--- src/aabbct_pkg.sv ---
// Shared types, widths and codes for the box collision tester.
package aabbct_pkg;

  localparam int unsigned CoordWidth    = 32;
  localparam int unsigned HalfWidth     = CoordWidth - 1;
  localparam int unsigned BoundWidth    = CoordWidth + 1;
  localparam int unsigned DiffWidth     = CoordWidth + 2;
  localparam int unsigned SquareWidth   = 2 * CoordWidth;
  localparam int unsigned RegIndexWidth = 3;

  typedef logic signed [CoordWidth-1:0] coord_t;
  typedef logic [HalfWidth-1:0]         ucoord_t;
  typedef logic signed [BoundWidth-1:0] bound_t;
  typedef logic [1:0]                   cmd_t;
  typedef logic [RegIndexWidth-1:0]     reg_index_t;

  localparam cmd_t CMD_BOX    = 2'd0;
  localparam cmd_t CMD_SPHERE = 2'd1;
  localparam cmd_t CMD_POINT  = 2'd2;

  localparam reg_index_t REG_CENTER_X = 3'd0;
  localparam reg_index_t REG_CENTER_Y = 3'd1;
  localparam reg_index_t REG_CENTER_Z = 3'd2;
  localparam reg_index_t REG_HALF_X   = 3'd3;
  localparam reg_index_t REG_HALF_Y   = 3'd4;
  localparam reg_index_t REG_HALF_Z   = 3'd5;

  localparam ucoord_t HALF_RESET = HalfWidth'(32768);
  localparam coord_t  PEN_MAX    = {1'b0, {(CoordWidth-1){1'b1}}};
  localparam coord_t  PEN_MIN    = {1'b1, {(CoordWidth-1){1'b0}}};

  typedef struct packed {
    cmd_t    cmd;
    coord_t  a_x;
    coord_t  a_y;
    coord_t  a_z;
    coord_t  b_x;
    coord_t  b_y;
    coord_t  b_z;
    ucoord_t radius;
  } query_t;

  typedef struct packed {
    logic   hit;
    coord_t pen_x;
    coord_t pen_y;
    coord_t pen_z;
  } result_t;

  typedef struct packed {
    bound_t [2:0] lo;
    bound_t [2:0] hi;
    bound_t [2:0] c2;
  } box_t;

endpackage

--- src/aabbct_sq.sv ---
// Two-stage squarer built from half-width partial products.
module aabbct_sq (
  input  logic                                clk,
  input  logic                                en_pp,
  input  logic                                en_sum,
  input  logic [aabbct_pkg::CoordWidth-1:0]   d,
  output logic [aabbct_pkg::SquareWidth-1:0]  sq
);
  import aabbct_pkg::*;

  localparam int unsigned LoWidth = (CoordWidth + 1) / 2;
  localparam int unsigned HiWidth = CoordWidth - LoWidth;

  logic [2*HiWidth-1:0] pp_hh;
  logic [CoordWidth-1:0] pp_hl;
  logic [2*LoWidth-1:0] pp_ll;

  always_ff @(posedge clk) begin
    if (en_pp) begin
      pp_hh <= d[CoordWidth-1:LoWidth] * d[CoordWidth-1:LoWidth];
      pp_hl <= d[CoordWidth-1:LoWidth] * d[LoWidth-1:0];
      pp_ll <= d[LoWidth-1:0] * d[LoWidth-1:0];
    end
    if (en_sum) begin
      sq <= {pp_hh, {(2*LoWidth){1'b0}}}
          + {{(HiWidth-1){1'b0}}, pp_hl, {(LoWidth+1){1'b0}}}
          + {{(2*HiWidth){1'b0}}, pp_ll};
    end
  end

endmodule

--- config.mk ---
export PLATFORM = sky130hd
export DESIGN_NAME = aabbct_sq
export DESIGN_NICKNAME = d
export VERILOG_FILES = /design/src/aabbct_pkg.sv /design/src/aabbct_sq.sv
export SDC_FILE = /design/constraint.sdc
export NUM_CORES = 2
export LEC_CHECK = 0
export BUFFER_PORTS_ARGS = -buffer_cell sky130_fd_sc_hd__clkbuf_2
export CORE_MARGIN = 3
export CORE_UTILIZATION = 40
export CTS_BUF_LIST = sky130_fd_sc_hd__clkbuf_16
export DETAILED_ROUTE_END_ITERATION = 10
export HOLD_SLACK_MARGIN = 0.02
export MAX_ROUTING_LAYER = met4
export REMOVE_ABC_BUFFERS = 1
export SYNTH_ARGS = -nofsm -noshare
export SYNTH_HDL_FRONTEND = slang
export SYNTH_SLANG_ARGS = --single-unit
export TNS_END_PERCENT = 100
--- constraint.sdc ---
create_clock -name clk -period 14.55 [get_ports clk]
set_input_delay 2.91 -clock clk [delete_from_list [all_inputs] [get_ports clk]]
set_output_delay 2.91 -clock clk [all_outputs]
set_load 0.01 [all_outputs]
* Yosys cells after proc, flatten, opt, wreduce, memory -nomap -nowiden
Cells that the tools add are included.
Cells by class: multipliers 3, add/sub/neg operators 2
Operators with widths (number):
- 16-bit by 16-bit multiplier with 32-bit output | 3
- 64-bit by 32-bit adder with 64-bit output | 1
- 64-bit by 49-bit adder with 64-bit output | 1
Word-level totals: word-level logic and storage cells 9, output and inout port bits 64, flip-flop bits (word level) 160

* Depth between registers and ports, before layout
word-level depth 2, depth in mapped cells 26

* Worst setup path after synthesis
No wires, ideal clock.
path kind input to register, start point input port d[26] (netlist name), end point register pp_hl[29], data pin, cell stages on the path 22, slack 5.481 ns, arrival time 8.807 ns, path buffers 2, setup time 0.262 ns, cells stage by stage clkbuf_1 > clkbuf_1 > nand2_1 > fa_1 > fa_1 > fa_1 > fa_1 > inv_1 > fa_1 > inv_1 > fa_1 > inv_1 > ha_1 > a21o_1 > a221oi_2 > o31ai_2 > a211o_1 > a2111o_1 > a31o_1 > a21oi_2 > o21bai_1 > xor2_1
On the way: longest elaborated chain between the ends 1
Ends and longest elaborated chain:
- start: declaration | RTL line aabbct_sq.sv:6 | input logic [aabbct_pkg::CoordWidth-1:0] d,
- 16-bit by 16-bit multiplier with 32-bit output | RTL line aabbct_sq.sv:21 | pp_hl <= d[CoordWidth-1:LoWidth] * d[LoWidth-1:0];
- end signal: assignment | RTL line aabbct_sq.sv:21
- end: declaration | RTL line aabbct_sq.sv:15 | logic [CoordWidth-1:0] pp_hl;
Every way passes these cells. A chain may end at the register's enable or synchronous reset.

* Final worst setup path
start point input port d[19] (netlist name), end point register pp_hh[28], data pin
On the way: longest elaborated chain between the ends 1
Ends and longest elaborated chain:
- 16-bit by 16-bit multiplier with 32-bit output | RTL line aabbct_sq.sv:20 | pp_hh <= d[CoordWidth-1:LoWidth] * d[CoordWidth-1:LoWidth];
- end signal: assignment | RTL line aabbct_sq.sv:20
- end: declaration | RTL line aabbct_sq.sv:14 | logic [2*HiWidth-1:0] pp_hh;
Every way passes these cells.

==> metrics.cfg <==
[detailed_routing]
wl_per_cell_microns = 16.34
ant_nets = 0
drcViolationCount = 0
dr.pass1.iters = 7
wirelength_mm = 66.20
vias = 19860
drt_iter0_markers = 1133
via_per_inst = 4.903

[clock_network]
numClockSinks = 157
cts_max_level = 4
cts_made_buffers = 17
cts_setup_buffers = 0
ctsResizeCount = 0
clock-root-buffer = clkbuf_16
ctsHoldBuffers = 0
tritoncts = done
worstSkewPairLatency_ns = 0.46
path_clk_slew_ns = 0.08
clockBufferDepth = 2

[floorplanning]
die_w_microns = 276.9
io_pins = 99
rows = 98
die-height_microns = 276.9
start_util_pct = 40.72
dieArea_sq_mm = 0.07668
core_sq_mm = 0.07210

[sta]
clock.fmax_ghz = 0.1056
period_share_pct = 65.06
worst_clock_skew_ns = 0.02014
worst_pin_slew_ns = 0.9942
hold_violations = 0
rsz0062_at_grt = no
slew_headroom_pct = 33.72
final-max-slew-violation-count = 0
fin_tns_setup_ns = 0
post-route-min-period_ns = 9.467
setup_viol = 0

[yosys]
syn_area_per_cell_sq_um = 9.600
synth_area_sq_mm = 0.02936
synthArstFlopShare_pct = 0
synth_top_area_cell = fa_1
synth_ff_type = edfxtp_1
synth_edf_count = 157
ys_seq_area_share_pct = 16.06
synthTopCellsByArea = fa_1 (36%), edfxtp_1 (16%), ha_1 (14%)
synth.distinct_cells = 63
syn_inst = 3058
yosysWarnings = 0
yosysTopAreaCellShare_pct = 35.53
ys_seq_elements = 157

[placed_design]
place_hpwl_mm = 50.93
gp_congestion = 0.8807
port_buffers = 97

[critical_path]
cp.arrival_ns = 9.69
crit_fanout = 25
cp-start-kind = input pin
critical_path_required_ns = 14.77
r2r_end = sq[59]
r2r_setup_slack_ns = 10.79
r2r_cells = 12
path_class = in2reg
end_kind = flip-flop
r2r-start = pp_ll[17]

[global_routing]
antenna_found_initial = 1
track_usage_pct = 18.37
grt_pass1_vias = 20380
grt_pass1_wl_mm = 109.7
globalRoute.totalOverflow = 0
grt_max_degree = 64

[hold_path]
hp-start = pp_ll[12]
min_path_cells = 0
hold_end = sq[12]
hold_class = reg2reg

[cells_and_area]
diodes = 0
n_fill_cell = 7037
final_cell_mix = inv_1 (735), fa_1 (521), nand2_1 (340)
drive_above_1_share_pct = 5.613
seq_area_sq_mm = 0.004715
fin_nets = 3980
final_common_cell = inv_1
syn_to_final_growth_pct = 6.802
multiInputGateArea_sq_mm = 0.02147

[status]
status = complete, no violations

[job]
drv_cap = 0

## cell usage after synthesis (3+ instances only)
| master | instances |
|---|---|
| nand2_1 | 340 |
| o21ai_0 | 43 |
| nor2_1 | 122 |
| nand3_1 | 22 |
| a31o_2 | 3 |
| nand2b_1 | 16 |
| fa_1 | 521 |
| and3_1 | 12 |
| a21oi_1 | 98 |
| o31ai_1 | 5 |
| a221o_1 | 3 |
| xnor2_1 | 102 |
| clkinv_1 | 3 |
| and4_1 | 5 |
| a211o_1 | 4 |
| a21o_1 | 51 |
| and2_1 | 183 |
| o211ai_1 | 6 |
| nand4_1 | 14 |
| nor3_1 | 10 |
| ha_1 | 336 |
| buf_2 | 3 |
| a41oi_1 | 3 |
| o21a_1 | 14 |
| a31oi_1 | 9 |
| inv_1 | 735 |
| or2_2 | 5 |
| mux2_2 | 3 |
| o21bai_1 | 14 |
| nor4_1 | 4 |
| o22ai_1 | 3 |
| edfxtp_1 | 157 |
| clkbuf_1 | 101 |
| nor2b_1 | 14 |
| xor2_1 | 38 |
| a211oi_1 | 10 |
| o21ai_1 | 13 |
## state kept, by name, indices dropped and copies added (netlist names)
name / flops
sq: 63
pp_hl: 32
pp_ll: 31
pp_hh: 31
## worst max-delay path: stages
cell      delay [ns]
clkbuf_2        0.50
clkinv_1        0.64
nor2_1          0.35
fa_1            0.21
inv_1           0.06
fa_1            0.53
inv_1           0.05
fa_1            0.49
inv_1           0.06
fa_1            0.53
inv_1           0.05
fa_1            0.47
inv_1           0.05
fa_1            0.47
inv_1           0.04
ha_1            0.35
nand3_1         0.14
a21oi_1         0.14
a21oi_1         0.08
a311oi_2        0.51
a31oi_1         0.20
a211o_1         0.33
nor4_1          0.29
nor3_1          0.10
xnor2_1         0.13
## metrics by stage
| step | instances | area, sq um | utilization, % | hold WS (ns) | worst slack [ns] |
|---|---|---|---|---|---|
| final | 4050 | 31350 | 43.49 | 0.4226 | 5.083 |
| after global routing | 4050 | 31350 | 43.49 | 0.4284 | 4.691 |
| after CTS | 4050 | 31350 | 43.49 | 0.4237 | 5.097 |
| after detailed placement | 4019 | 30770 | 42.68 | 0.4045 | 4.590 |
| after global placement | 4019 | 30770 | 42.68 | 0.4008 | 4.753 |
| after floorplan | 2953 | 28960 | - | 0.4003 | 5.936 |
## cell families after synthesis
kind of cell / share of synthesized area [%]
DFF: 16.06
muxes: 0.1151
buffers and inverters: 10.80
adders and majority gates: 49.85
and+or+nand+nor: 12.07
AOI/OAI and AO/OA: 6.917
other: 0.01277
xor gates and xnor gates: 4.177
## layer usage
layer | share of wire (%) | track usage [%] | vias up
li1 | - | - | 9442
met1 | 48 | 26.19 | 9894
met2 | 45 | 28.15 | 461
met3 | 5.1 | 2.731 | 62
met4 | 1.5 | 3.381 | 0
met5 | 0 | - | -
## layout make-up
type | count | share of cell area, %
sequential | 157 | 15.04
timing repair buffer | 116 | 2.011
clock buffer | 17 | 1.357
inverter | 738 | 8.835
clock inverter | 14 | 0.4908
multi-input combinational | 2058 | 68.48
tap | 950 | 3.791
## worst max-delay path by stage
| stage | to | startpoint |
|---|---|---|
| final | pp_hh[28] | d[19] |
| after global routing | pp_hh[28] | d[19] |
| after CTS | pp_hh[28] | d[19] |
| after detailed placement | pp_hh[28] | d[19] |
| after global placement | pp_hh[28] | d[19] |
| after floorplan | pp_hl[29] | d[4] |
Power is left out: the tool's default activity adds up to more than one toggle a clock period on the data nets, which glitch-free logic cannot reach.
